`src/hw/rtl/cpu8_alu_pkg.sv`:
```
// Package: operation codes, shift kinds, flag bit positions and DAA constants for the 8-bit CPU ALU.
package cpu8_alu_pkg;

    typedef enum logic [4:0] {
        FN_ADD    = 5'd0,
        FN_ADC    = 5'd1,
        FN_SUB    = 5'd2,
        FN_SBC    = 5'd3,
        FN_AND    = 5'd4,
        FN_XOR    = 5'd5,
        FN_OR     = 5'd6,
        FN_CP     = 5'd7,
        FN_INC    = 5'd8,
        FN_DEC    = 5'd9,
        FN_RLC    = 5'd10,
        FN_RRC    = 5'd11,
        FN_RL     = 5'd12,
        FN_RR     = 5'd13,
        FN_SLA    = 5'd14,
        FN_SRA    = 5'd15,
        FN_SWAP   = 5'd16,
        FN_SRL    = 5'd17,
        FN_BIT    = 5'd18,
        FN_RES    = 5'd19,
        FN_SET    = 5'd20,
        FN_DAA    = 5'd21,
        FN_CPL    = 5'd22,
        FN_SCF    = 5'd23,
        FN_CCF    = 5'd24,
        FN_ADD16  = 5'd25,
        FN_SPADD  = 5'd26,
        FN_RLCA   = 5'd27,
        FN_RRCA   = 5'd28,
        FN_RLA    = 5'd29,
        FN_RRA    = 5'd30
    } t_func;

    // shift / rotate kinds shared by the CB group and the accumulator rotates
    typedef enum logic [2:0] {
        SH_RLC  = 3'd0,
        SH_RRC  = 3'd1,
        SH_RL   = 3'd2,
        SH_RR   = 3'd3,
        SH_SLA  = 3'd4,
        SH_SRA  = 3'd5,
        SH_SWAP = 3'd6,
        SH_SRL  = 3'd7
    } t_shift;

    localparam int unsigned FLAG_Z = 3;
    localparam int unsigned FLAG_N = 2;
    localparam int unsigned FLAG_H = 1;
    localparam int unsigned FLAG_C = 0;

    localparam logic [7:0] DAA_LIMIT_HI = 8'h99;
    localparam logic [3:0] DAA_LIMIT_LO = 4'h9;
    localparam logic [7:0] DAA_CORR_LO  = 8'h06;
    localparam logic [7:0] DAA_CORR_HI  = 8'h60;

endpackage

```
`src/hw/rtl/cpu8_alu_with_bcd_flags_unit.sv`:
```
// Top level: registered single-pass ALU of an 8-bit handheld CPU with BCD flags.
//
//  channel | direction | handshake          | payload
//  --------+-----------+--------------------+---------------------------------------------
//  request | in        | i_valid / o_ready  | i_func i_acc i_operand i_wide_base
//          |           |                    | i_bit_index i_flags_in
//  result  | out       | o_valid / i_ready  | o_result o_flags_out
//
// Each request is registered in the input register on acceptance, passes the ALU logic, and
// is registered again in the result register, which drives o_valid and the result outputs.
// One request per cycle is sustained while i_ready stays high; both stages advance together when the output is taken.
// If the result is stalled the input register still holds one more request, so o_ready
// drops only when both stages are full and i_ready is low.
// Synchronous active-low reset empties both stages; payload registers are not reset.
module cpu8_alu_with_bcd_flags_unit (
    input  logic        i_clk,
    input  logic        i_rst_n,
    input  logic        i_valid,
    output logic        o_ready,
    input  logic [4:0]  i_func,
    input  logic [7:0]  i_acc,
    input  logic [15:0] i_operand,
    input  logic [15:0] i_wide_base,
    input  logic [2:0]  i_bit_index,
    input  logic [3:0]  i_flags_in,
    output logic        o_valid,
    input  logic        i_ready,
    output logic [15:0] o_result,
    output logic [3:0]  o_flags_out
);

    // ---- stage 1: request register ----
    logic        r_s1_valid;
    logic [4:0]  r_func;
    logic [7:0]  r_acc;
    logic [15:0] r_opw;
    logic [15:0] r_base;
    logic [2:0]  r_bi;
    logic [3:0]  r_flags;

    // ---- stage 2: result register ----
    logic        r_out_valid;
    logic [15:0] r_result;
    logic [3:0]  r_flags_out;

    logic        w_s2_ready;
    logic        w_s1_load;
    logic [15:0] n_result;
    logic [3:0]  n_flags_out;

    // a stage may load when it is empty or its content moves on this cycle
    assign w_s2_ready = !r_out_valid || i_ready;
    assign o_ready    = !r_s1_valid || w_s2_ready;
    assign w_s1_load  = i_valid && o_ready;

    always_ff @(posedge i_clk) begin
        if (!i_rst_n) begin
            r_s1_valid  <= 1'b0;
            r_out_valid <= 1'b0;
        end else begin
            if (o_ready) begin
                r_s1_valid <= i_valid;
            end
            if (w_s2_ready) begin
                r_out_valid <= r_s1_valid;
            end
        end
    end

    always_ff @(posedge i_clk) begin
        if (w_s1_load) begin
            r_func  <= i_func;
            r_acc   <= i_acc;
            r_opw   <= i_operand;
            r_base  <= i_wide_base;
            r_bi    <= i_bit_index;
            r_flags <= i_flags_in;
        end
        if (w_s2_ready && r_s1_valid) begin
            r_result    <= n_result;
            r_flags_out <= n_flags_out;
        end
    end

    // ---- ALU logic between the two registers ----
    logic [7:0]  w_v;
    logic        w_fz, w_fn, w_fh, w_fc;
    logic        w_cin;
    logic [8:0]  w_sum9;
    logic [4:0]  w_nib;
    logic [8:0]  w_dif9;
    logic [4:0]  w_nibd;
    logic [7:0]  w_mask;
    logic [2:0]  w_shk;
    logic [7:0]  w_shr;
    logic        w_shc;
    logic [7:0]  w_corr;
    logic        w_dc;
    logic [7:0]  w_daa;
    logic [16:0] w_sum17;
    logic [12:0] w_sum13;
    logic [15:0] w_sext;
    logic [8:0]  w_spl8;
    logic [4:0]  w_spl4;
    logic [7:0]  w_r8;
    logic        w_z8;

    assign w_v  = r_opw[7:0];
    assign w_fz = r_flags[cpu8_alu_pkg::FLAG_Z];
    assign w_fn = r_flags[cpu8_alu_pkg::FLAG_N];
    assign w_fh = r_flags[cpu8_alu_pkg::FLAG_H];
    assign w_fc = r_flags[cpu8_alu_pkg::FLAG_C];

    // carry-in only for ADC / SBC
    assign w_cin = w_fc && ((r_func == cpu8_alu_pkg::FN_ADC) || (r_func == cpu8_alu_pkg::FN_SBC));

    assign w_sum9 = {1'b0, r_acc} + {1'b0, w_v} + {8'd0, w_cin};
    assign w_nib  = {1'b0, r_acc[3:0]} + {1'b0, w_v[3:0]} + {4'd0, w_cin};
    // top bit of a 9/5-bit difference is the borrow
    assign w_dif9 = {1'b0, r_acc} - {1'b0, w_v} - {8'd0, w_cin};
    assign w_nibd = {1'b0, r_acc[3:0]} - {1'b0, w_v[3:0]} - {4'd0, w_cin};

    assign w_mask = 8'd1 << r_bi;

    // accumulator rotates map onto the first four CB kinds
    assign w_shk = (r_func >= cpu8_alu_pkg::FN_RLCA)
                 ? 3'(r_func - cpu8_alu_pkg::FN_RLCA)
                 : 3'(r_func - cpu8_alu_pkg::FN_RLC);

    always_comb begin
        unique case (cpu8_alu_pkg::t_shift'(w_shk))
            cpu8_alu_pkg::SH_RLC:  begin w_shc = r_acc[7]; w_shr = {r_acc[6:0], r_acc[7]}; end
            cpu8_alu_pkg::SH_RRC:  begin w_shc = r_acc[0]; w_shr = {r_acc[0], r_acc[7:1]}; end
            cpu8_alu_pkg::SH_RL:   begin w_shc = r_acc[7]; w_shr = {r_acc[6:0], w_fc}; end
            cpu8_alu_pkg::SH_RR:   begin w_shc = r_acc[0]; w_shr = {w_fc, r_acc[7:1]}; end
            cpu8_alu_pkg::SH_SLA:  begin w_shc = r_acc[7]; w_shr = {r_acc[6:0], 1'b0}; end
            cpu8_alu_pkg::SH_SRA:  begin w_shc = r_acc[0]; w_shr = {r_acc[7], r_acc[7:1]}; end
            cpu8_alu_pkg::SH_SWAP: begin w_shc = 1'b0;     w_shr = {r_acc[3:0], r_acc[7:4]}; end
            cpu8_alu_pkg::SH_SRL:  begin w_shc = r_acc[0]; w_shr = {1'b0, r_acc[7:1]}; end
            default:               begin w_shc = 1'b0;     w_shr = r_acc; end
        endcase
    end

    // decimal adjust: low correction from H or a nibble over nine, high from C or over 0x99
    always_comb begin
        w_corr = 8'd0;
        w_dc   = 1'b0;
        if (w_fh || (!w_fn && (r_acc[3:0] > cpu8_alu_pkg::DAA_LIMIT_LO))) begin
            w_corr = w_corr | cpu8_alu_pkg::DAA_CORR_LO;
        end
        if (w_fc || (!w_fn && (r_acc > cpu8_alu_pkg::DAA_LIMIT_HI))) begin
            w_corr = w_corr | cpu8_alu_pkg::DAA_CORR_HI;
            w_dc   = 1'b1;
        end
        w_daa = w_fn ? (r_acc - w_corr) : (r_acc + w_corr);
    end

    assign w_sum17 = {1'b0, r_base} + {1'b0, r_opw};
    assign w_sum13 = {1'b0, r_base[11:0]} + {1'b0, r_opw[11:0]};
    assign w_sext  = {{8{w_v[7]}}, w_v};
    assign w_spl8  = {1'b0, r_base[7:0]} + {1'b0, w_v};
    assign w_spl4  = {1'b0, r_base[3:0]} + {1'b0, w_v[3:0]};

    always_comb begin
        w_r8        = r_acc;
        n_flags_out = r_flags;
        n_result    = 16'd0;
        unique case (cpu8_alu_pkg::t_func'(r_func))
            cpu8_alu_pkg::FN_ADD, cpu8_alu_pkg::FN_ADC: begin
                w_r8        = w_sum9[7:0];
                n_flags_out = {w_sum9[7:0] == 8'd0, 1'b0, w_nib[4], w_sum9[8]};
            end
            cpu8_alu_pkg::FN_SUB, cpu8_alu_pkg::FN_SBC: begin
                w_r8        = w_dif9[7:0];
                n_flags_out = {w_dif9[7:0] == 8'd0, 1'b1, w_nibd[4], w_dif9[8]};
            end
            cpu8_alu_pkg::FN_CP: begin
                n_flags_out = {w_dif9[7:0] == 8'd0, 1'b1, w_nibd[4], w_dif9[8]};
            end
            cpu8_alu_pkg::FN_AND: begin
                w_r8        = r_acc & w_v;
                n_flags_out = {(r_acc & w_v) == 8'd0, 1'b0, 1'b1, 1'b0};
            end
            cpu8_alu_pkg::FN_XOR: begin
                w_r8        = r_acc ^ w_v;
                n_flags_out = {(r_acc ^ w_v) == 8'd0, 3'b000};
            end
            cpu8_alu_pkg::FN_OR: begin
                w_r8        = r_acc | w_v;
                n_flags_out = {(r_acc | w_v) == 8'd0, 3'b000};
            end
            cpu8_alu_pkg::FN_INC: begin
                w_r8        = r_acc + 8'd1;
                n_flags_out = {r_acc == 8'hFF, 1'b0, r_acc[3:0] == 4'hF, w_fc};
            end
            cpu8_alu_pkg::FN_DEC: begin
                w_r8        = r_acc - 8'd1;
                n_flags_out = {r_acc == 8'h01, 1'b1, r_acc[3:0] == 4'h0, w_fc};
            end
            cpu8_alu_pkg::FN_RLC, cpu8_alu_pkg::FN_RRC, cpu8_alu_pkg::FN_RL,
            cpu8_alu_pkg::FN_RR, cpu8_alu_pkg::FN_SLA, cpu8_alu_pkg::FN_SRA,
            cpu8_alu_pkg::FN_SWAP, cpu8_alu_pkg::FN_SRL: begin
                w_r8        = w_shr;
                n_flags_out = {w_shr == 8'd0, 2'b00, w_shc};
            end
            cpu8_alu_pkg::FN_RLCA, cpu8_alu_pkg::FN_RRCA, cpu8_alu_pkg::FN_RLA,
            cpu8_alu_pkg::FN_RRA: begin
                // Z always cleared on the accumulator forms
                w_r8        = w_shr;
                n_flags_out = {3'b000, w_shc};
            end
            cpu8_alu_pkg::FN_BIT: begin
                n_flags_out = {(r_acc & w_mask) == 8'd0, 1'b0, 1'b1, w_fc};
            end
            cpu8_alu_pkg::FN_RES: w_r8 = r_acc & ~w_mask;
            cpu8_alu_pkg::FN_SET: w_r8 = r_acc | w_mask;
            cpu8_alu_pkg::FN_DAA: begin
                w_r8        = w_daa;
                n_flags_out = {w_daa == 8'd0, w_fn, 1'b0, w_dc};
            end
            cpu8_alu_pkg::FN_CPL: begin
                w_r8        = ~r_acc;
                n_flags_out = {w_fz, 1'b1, 1'b1, w_fc};
            end
            cpu8_alu_pkg::FN_SCF: n_flags_out = {w_fz, 2'b00, 1'b1};
            cpu8_alu_pkg::FN_CCF: n_flags_out = {w_fz, 2'b00, !w_fc};
            cpu8_alu_pkg::FN_ADD16, cpu8_alu_pkg::FN_SPADD: ;
            default: ; // unused code: acc and flags pass through
        endcase

        if (r_func == cpu8_alu_pkg::FN_ADD16) begin
            n_result    = w_sum17[15:0];
            n_flags_out = {w_fz, 1'b0, w_sum13[12], w_sum17[16]};
        end else if (r_func == cpu8_alu_pkg::FN_SPADD) begin
            n_result    = r_base + w_sext;
            n_flags_out = {2'b00, w_spl4[4], w_spl8[8]};
        end else begin
            n_result = {8'd0, w_r8};
        end
    end

    assign o_valid     = r_out_valid;
    assign o_result    = r_result;
    assign o_flags_out = r_flags_out;

    // ---- assertions ----
    // a request taken always occupies the input register next cycle
    a_load_fills: assert property (@(posedge i_clk) disable iff (!i_rst_n)
        w_s1_load |=> r_s1_valid)
        else $error("accepted request not held in input register");

    // a request in stage 1 moves to the result register when that stage can take it
    a_s1_moves: assert property (@(posedge i_clk) disable iff (!i_rst_n)
        r_s1_valid && w_s2_ready |=> r_out_valid)
        else $error("stage 1 request lost on its way to the result register");

    // taken result with nothing behind it leaves the output empty
    a_drain: assert property (@(posedge i_clk) disable iff (!i_rst_n)
        r_out_valid && i_ready && !r_s1_valid |=> !r_out_valid)
        else $error("result repeated after it was taken");

    // input side cannot be blocked while the result register is free
    a_no_false_stall: assert property (@(posedge i_clk) disable iff (!i_rst_n)
        !r_out_valid |-> o_ready)
        else $error("request stalled with a free pipeline");

endmodule

```
`config.mk`:
```
export PLATFORM = sky130hd
export DESIGN_NAME = cpu8_alu_with_bcd_flags_unit
export DESIGN_NICKNAME = d
export VERILOG_FILES = /design/src/hw/rtl/cpu8_alu_pkg.sv /design/src/hw/rtl/cpu8_alu_with_bcd_flags_unit.sv
export SDC_FILE = /design/constraint.sdc
export NUM_CORES = 1
export LEC_CHECK = 0
export BUFFER_PORTS_ARGS = -buffer_cell sky130_fd_sc_hd__buf_4
export CAP_MARGIN = 10
export CORE_MARGIN = 2
export CORE_UTILIZATION = 35
export DETAILED_ROUTE_END_ITERATION = 12
export SLEW_MARGIN = 20
export SYNTH_ARGS = -nofsm -noshare
export SYNTH_HDL_FRONTEND = slang
export SYNTH_SLANG_ARGS = --single-unit
```
`constraint.sdc`:
```
create_clock -name i_clk -period 4.6 [get_ports i_clk]
set_clock_uncertainty 0.1 [all_clocks]
set_input_delay 0 -clock i_clk [delete_from_list [all_inputs] [get_ports i_clk]]
set_output_delay 0 -clock i_clk [all_outputs]
set_load 0.1 [all_outputs]
```
==> results.sh, run 1 <==
export IMPL_synth_edf_count=72
export IMPL_post_cts_resized=0
export IMPL_drt_wl_total_um=23100
export IMPL_io_buffers=77
export IMPL_min_from="i_operand[2]"
export IMPL_setup_viol_count_final=0
export IMPL_slew_limit_headroom_pct=21.4
export IMPL_die_area_um2=20800
export IMPL_vias_per_cell=5.68
export IMPL_h_tree_depth=3
export IMPL_required_ns=4.61
export IMPL_reg2reg_from="r_func[1]"
export IMPL_insertion_delay_ns=0.36
export IMPL_first_global_vias=6051
export IMPL_synth_area_leaders="edfxtp_1, ha_1, xnor2_1"
export IMPL_grt_overflow=0
export IMPL_drtIter0Drc=756
export IMPL_area_growth_pct=25.9
export IMPL_start_util_pct=35.5
export IMPL_synthCells=725
export IMPL_power_leakage_nw=3.48
export IMPL_synth_top_area_share_pct=31.5
export IMPL_synthFlopType="edfxtp_1"
export IMPL_seq_area_frac_synth_pct=32.1
export IMPL_clockRootBuffer="clkbuf_16"
export IMPL_min_to="r_opw[2]"
export IMPL_yosys_register_bits=74
export IMPL_ios=78
export IMPL_grt_pass1_wl_um=35000
export IMPL_async_flop_share_pct=0
export IMPL_powerDensity_nw_per_um2=286
export IMPL_critPathLaunchType="register"
export IMPL_postRouteAntennaNets=0
export IMPL_crit_path_max_fanout=5
export IMPL_cp_data_arrival_time_ns=4.10
export IMPL_min_path_type="input port to register"
export IMPL_die_y_um=144
export IMPL_vdd_drop_max_v=0.000224
export IMPL_max_cap_violations=0
export IMPL_fin_nets=991
export IMPL_antenna_found_initial=0
export IMPL_hold_depth=2
export IMPL_crit_path_end_kind="register"
export IMPL_hpwlAfterDp_um=16700
export IMPL_utilization_pct=44.7
export IMPL_syn_num_nets=858
export IMPL_rsz0062_at_grt="false"
export IMPL_fin_crit_sh_pct=89.0
export IMPL_tns_ns=0
export IMPL_place_area_um2=7770
export IMPL_worst_pin_slew_ns=1.17
export IMPL_yosysWarnings=0
export IMPL_num_vias=6402
export IMPL_stdcell_area_um2=8650
export IMPL_report_final_slew_viol_count=0
export IMPL_total_power_mw=2.47
export IMPL_post_synth_top_area_cell="edfxtp_1"
export IMPL_reg2reg_to="o_result[6]"
export IMPL_period_minus_slack_ns=4.09
export IMPL_std_cell_rows=51
export IMPL_coreArea_um2=19300
export IMPL_antenna_cells=0
export IMPL_status="completed"
export IMPL_routedWlPerCell_um=20.5
export IMPL_grt_util_all_layers_pct=22.5
export IMPL_drive_gt1_share_pct=16.8
export IMPL_numCtsBuffers=9
export IMPL_path_class="register to register"
export IMPL_avgSynthCellArea_um2=9.47
export IMPL_tritoncts="yes"
export IMPL_rr_worst_depth=12
export IMPL_first_pass_iters=6
export IMPL_cts_buffer_depth=2
export IMPL_gp_congestion=0.970
export IMPL_drc=0
export IMPL_synth_cell_types=90
export IMPL_die_x_um=144
export IMPL_holdWs_ns=0.248
export IMPL_grt_max_degree=53
export IMPL_clock_sinks=74
export IMPL_fmax_mhz=244
export IMPL_r2r_slack_ns=0.51
export IMPL_hold_viol_final=0
export IMPL_clkSlewWorstSetupHoldPaths_ns=0.07
export IMPL_synthesis_area_um2=6870
export IMPL_yosys_top_cells_count="edfxtp_1, ha_1, nor2_1"
[per-layer routing]
layer	global-route usage [%]	vias up	share of wire, %
met5	0	-	0
met1	30.5	2972	44
met4	11.7	0	4.4
li1	-	3056	-
met3	3.11	64	7.6
met2	35.0	310	45
[registers in the layout (all words and copies together), names as in the netlist]
name and cells:
r_acc 8, r_bi 3, o_result 16, r_flags 4, r_func 5, o_flags_out 4, o_valid 1, r_opw 16
r_s1_valid 1, r_base 16
[layout by cell type, fill, tap and decap left out, types with 4 or more instances in the layout]
cell type and instances:
nor4_1 7, a21o_1 7, o221ai_1 4, nor2b_1 8
nand2_1 42, o22ai_1 14, nand2b_1 9, o2111ai_1 8
mux2i_1 8, or2_2 4, clkbuf_16 9, a221o_1 5
buf_4 100, nor3_1 14, o21a_1 13, or3_1 8
dlygate4sd3_1 56, nand4_1 7, and3_1 7, nor2_1 48
inv_1 42, ha_1 72, o211ai_1 5, o21bai_1 5
a221oi_1 11, fa_1 5, xor2_1 14, a22o_1 8
xnor2_1 28, a31oi_1 11, o31ai_1 4, a222oi_1 6
a211oi_1 9, nand3_1 21, o21ai_0 36, a21oi_1 47
edfxtp_1 72, a22oi_1 6
[what timing repair did]
item / in CTS / in global routing
hold buffers: 56 / 0
setup endpoints to repair: 0 / 0
setup buffers: 0 / 0
endpoints found under the hold margin: 54 / 0
[area by class of cell]
cell class	instances	area [µm²]
inverter	43	161
fill	1859	10700
timing repair buffer	156	1310
multi-input combinational	574	4320
sequential	74	2200
clock buffer	10	229
clock inverter	6	91.3
tap	265	332
[per-stage QoR]
step                      cells  setup WS, ns
after global placement     1056         0.686
after global routing       1128         0.328
final                      1128         0.508
after floorplan             725         0.715
after CTS                  1128         0.592
after detailed placement   1056         0.621
[how the worst max path moves through the flow]
stage | cells past startpoint | to | slack, ns | start
floorplan | 14 | o_flags_out[3] | 0.71 | r_func[1]
global route | 14 | o_flags_out[3] | 0.33 | r_func[1]
finish | 12 | o_result[6] | 0.51 | r_func[1]
detailed placement | 14 | o_flags_out[3] | 0.62 | r_func[1]
global placement | 13 | o_flags_out[3] | 0.69 | r_func[1]
CTS | 14 | o_flags_out[3] | 0.59 | r_func[1]
[power by group]
group / internal (mW) / total (mW) / switching, mW
combinational: 0.335 / 0.858 / 0.522
sequential: 0.792 / 0.824 / 0.0313
clock: 0.477 / 0.789 / 0.312
total: 1.61 / 2.47 / 0.865
[worst max-delay path: stages (launching register included)]
cell,delay (ns)
edfxtp_1,0.43
inv_1,0.17
ha_1,0.20
o21ai_0,0.13
or2_2,0.38
fa_1,0.44
fa_1,0.41
o21ai_0,0.26
a22oi_1,0.21
xor2_1,0.19
a2111oi_0,0.50
o211ai_1,0.20
a22o_1,0.24
[logic make-up after synthesis]
logic type / share of synthesized area (%)
AOI/OAI and AO/OA: 23.9
and+or+nand+nor: 16.5
buffers and inverters: 5.14
adders and majority gates: 14.6
DFF: 32.1
xor gates and xnor gates: 5.59
muxes: 2.20
(Power assumes the default switching activity.)
==> inputs of run 2 (changes only) <==
--- a/config.mk
+++ b/config.mk
@@ -5,11 +5,13 @@
 export SDC_FILE = /design/constraint.sdc
 export NUM_CORES = 1
 export LEC_CHECK = 0
+export ABC_AREA = 1
 export BUFFER_PORTS_ARGS = -buffer_cell sky130_fd_sc_hd__buf_4
 export CAP_MARGIN = 10
 export CORE_MARGIN = 2
 export CORE_UTILIZATION = 35
 export DETAILED_ROUTE_END_ITERATION = 12
+export PLACE_DENSITY = 0.61
 export SLEW_MARGIN = 20
 export SYNTH_ARGS = -nofsm -noshare
 export SYNTH_HDL_FRONTEND = slang
==> run 2 against run 1 <==
  * Clock-buffer cell count stayed put
  * Via count rose by 9.3%
  * Combinational power decreased by 2%
  * Utilization up 0.33 points
  * Critical path type unchanged
  * Design area grew 1.4%
  * Synthesized area increased by 1.2%
  * Hold slack better by 0.010 ns
  * Worst setup slack got worse by 0.064 ns
  * Clock power is 3.3% lower
==> results.sh, run 2 <==
export IMPL_insertion_delay_ns=0.35
export IMPL_std_cell_rows=51
export IMPL_first_global_vias=6489
export IMPL_min_path_type="input port to register"
export IMPL_clockRootBuffer="clkbuf_16"
export IMPL_numCtsBuffers=9
export IMPL_n_fill_cell=1939
export IMPL_grtUsageMet3_pct=3.52
export IMPL_slowest_delay_ns=0.45
export IMPL_avgSynthCellArea_um2=7.57
export IMPL_p_seq_share_pct=34.1
export IMPL_required_ns=4.58
export IMPL_io_buffers=77
export IMPL_clkSlewWorstSetupHoldPaths_ns=0.07
export IMPL_path_cells="inv_1 > ha_1 > inv_1 > a2111oi_1 > buf_4 > inv_1 > fa_1 > fa_1 > o21ai_0 > nand2_1 > a21oi_1 > o21ai_0 > xnor2_1 > nor2_1 > nor3_1 > nand3_1 > nor2_1 > o21ai_0"
export IMPL_grt_overflow=0
export IMPL_first_pass_iters=6
export IMPL_drtIter0Drc=761
export IMPL_synth_cell_types=44
export IMPL_crit_path_max_fanout=6
export IMPL_tritoncts="yes"
export IMPL_swShare_pct=35.9
export IMPL_yosysMostFrequentCell="nand2_1"
export IMPL_antenna_cells=0
export IMPL_vias_per_cell=5.25
export IMPL_synth_edf_count=72
export IMPL_status="completed"
export IMPL_cp_data_arrival_time_ns=4.14
export IMPL_tns_ns=0
export IMPL_synth_top_family_by_area="simple AND/OR/NAND/NOR gates"
export IMPL_synthCells=918
export IMPL_cts_buffer_depth=2
export IMPL_fin_crit_sh_pct=90.4
export IMPL_vdd_drop_max_v=0.000166
export IMPL_slew_limit_headroom_pct=43.2
export IMPL_synth_area_leaders="edfxtp_1, ha_1, nand2_1"
export IMPL_place_area_um2=7910
export IMPL_p_sw_mw=0.876
export IMPL_power_frac_comb_pct=34.5
export IMPL_period_minus_slack_ns=4.16
export IMPL_utilization_pct=45.1
export IMPL_critPathSlowestCell="edfxtp_1"
export IMPL_dp_cells=1262
export IMPL_fmax_mhz=241
export IMPL_antenna_found_initial=0
export IMPL_worst_pin_slew_ns=0.849
export IMPL_area_growth_pct=26.2
export IMPL_h_tree_depth=3
export IMPL_routedWlPerCell_um=17.5
export IMPL_yosys_top_cells_count="nand2_1, inv_1, nor2_1"
export IMPL_yosys_area_share_adder_pct=14.4
export IMPL_rsz0062_at_grt="false"
export IMPL_intPower_mw=1.56
export IMPL_fin_nets=1196
export IMPL_pwr_share_clk_pct=31.3
export IMPL_muxShareOfSynthArea_pct=0
export IMPL_postCtsSetupRepairBufs=0
export IMPL_yosysWarnings=0
export IMPL_yosys_register_bits=74
export IMPL_synthesis_area_um2=6950
export IMPL_ios=78
export IMPL_num_vias=6998
export IMPL_start_util_pct=35.7
export IMPL_path_class="register to register"
export IMPL_synth_simple_gate_area_share_pct=26.5
export IMPL_critPathLaunchType="register"
export IMPL_grt_max_degree=53
export IMPL_grt_pass1_wl_um=36300
export IMPL_gp_congestion=1.03
export IMPL_syn_num_nets=1051
export IMPL_max_cap_violations=0
export IMPL_r2r_slack_ns=0.44
export IMPL_instances_no_fill=1332
export IMPL_setup_viol_count_final=0
export IMPL_drc=0
export IMPL_die_x_um=145
export IMPL_die_y_um=145
export IMPL_postRouteAntennaNets=0
export IMPL_total_power_mw=2.44
export IMPL_seq_area_frac_synth_pct=31.7
export IMPL_report_final_slew_viol_count=0
export IMPL_final_common_cell="nand2_1"
export IMPL_busiest_layer="met2"
export IMPL_synth_compound_area_share_pct=15.8
export IMPL_drive_gt1_share_pct=13.6
export IMPL_path_delay_family="adder cells"
export IMPL_powerDensity_nw_per_um2=278
export IMPL_post_synth_top_area_cell="edfxtp_1"
export IMPL_power_leakage_nw=3.99
export IMPL_async_flop_share_pct=0
export IMPL_clock_sinks=74
export IMPL_use_met2_pct=35.6
export IMPL_synth_top_area_share_pct=31.1
export IMPL_grt_util_all_layers_pct=22.2
export IMPL_coreArea_um2=19500
export IMPL_synthFlopType="edfxtp_1"
export IMPL_crit_path_end_kind="register"
export IMPL_final_cell_mix="nand2_1, inv_1, buf_4"
export IMPL_worst_path_buf_inv=4
export IMPL_hold_viol_final=0
export IMPL_die_area_um2=21000
export IMPL_drt_wl_total_um=23300
export IMPL_hpwlAfterDp_um=17600
export IMPL_met1_usage_pct=30.7
export IMPL_synth_xor_area_share_pct=3.53
export IMPL_stdcell_area_um2=8770
-- run 2: changes by cell type after synthesis, moves of 22 or more --
cell / change
nand2_1: +132
nor2_1: +34
inv_1: +82
o21ai_0: +22
a21oi_1: +24
nand3_1: +39
-- run 2: final timing paths --
check,startpoint,endpoint,cells after the start
min,i_acc[0],r_acc[0],2
max reg2reg,r_func[1],o_result[6],18
max,r_func[1],o_result[6],18
min reg2reg,r_s1_valid,o_valid,2
-- run 2: repair_timing --
action	CTS	global route
endpoints found under the hold margin	54	0
endpoints found under the setup margin	0	1
resized for setup	0	1
hold buffers	55	0
-- run 2: layer usage --
| layer | routed length [µm] | up-vias | part of all wire (%) |
|---|---|---|---|
| li1 | - | 3447 | - |
| met1 | 10600 | 3224 | 45 |
| met2 | 10500 | 283 | 45 |
| met3 | 1510 | 44 | 6.5 |
| met4 | 714 | 0 | 3.1 |
| met5 | 0 | - | 0 |
-- run 2: cells by family after synthesis --
family / count (synthesis)
and+or+nand+nor: 400
adders and majority gates: 77
xor gates and xnor gates: 28
DFF: 74
buffers and inverters: 146
AOI/OAI and AO/OA: 193
-- run 2: layout make-up --
| type | instances | area [µm²] | share of cell area (%) |
|---|---|---|---|
| clock buffers | 10 | 229 | 2.61 |
| inverters | 134 | 504 | 5.75 |
| clock inverters | 5 | 80.1 | 0.913 |
| multi-input cells | 698 | 4190 | 47.8 |
| well taps | 265 | 332 | 3.78 |
| flip-flops and latches | 74 | 2200 | 25.1 |
| repair buffers | 146 | 1230 | 14.1 |
-- run 2: stage by stage --
| step | hold slack [ns] | setup slack, ns |
|---|---|---|
| after global routing | 0.263 | 0.0427 |
| after floorplan | -0.00113 | 0.829 |
| after detailed placement | 0.0794 | 0.522 |
| final | 0.259 | 0.444 |
| after CTS | 0.245 | 0.482 |
| after global placement | 0.0784 | 0.595 |
-- run 2: worst register-to-register path: cells and delay by family, from the launching register on --
family	cells	cell delay [ns]
adder cells (fa/ha/maj)	3	1.13
XOR/XNOR	1	0.20
AND/OR/NAND/NOR	5	0.53
AO/OA/AOI/OAI	5	0.95
flip-flops	1	0.45
buffers and inverters	4	0.52
-- run 2: power groups by stage --
| stage | Combinational, mW | Sequential [mW] | Clock, mW |
|---|---|---|---|
| finish | 0.841 | 0.832 | 0.763 |
| global route | 0.926 | 0.836 | 0.811 |
| CTS | 0.830 | 0.832 | 0.791 |
| detailed placement | 0.789 | 0.846 | 0 |
| global placement | 0.793 | 0.847 | 0 |
| floorplan | 0.486 | 0.917 | 0 |
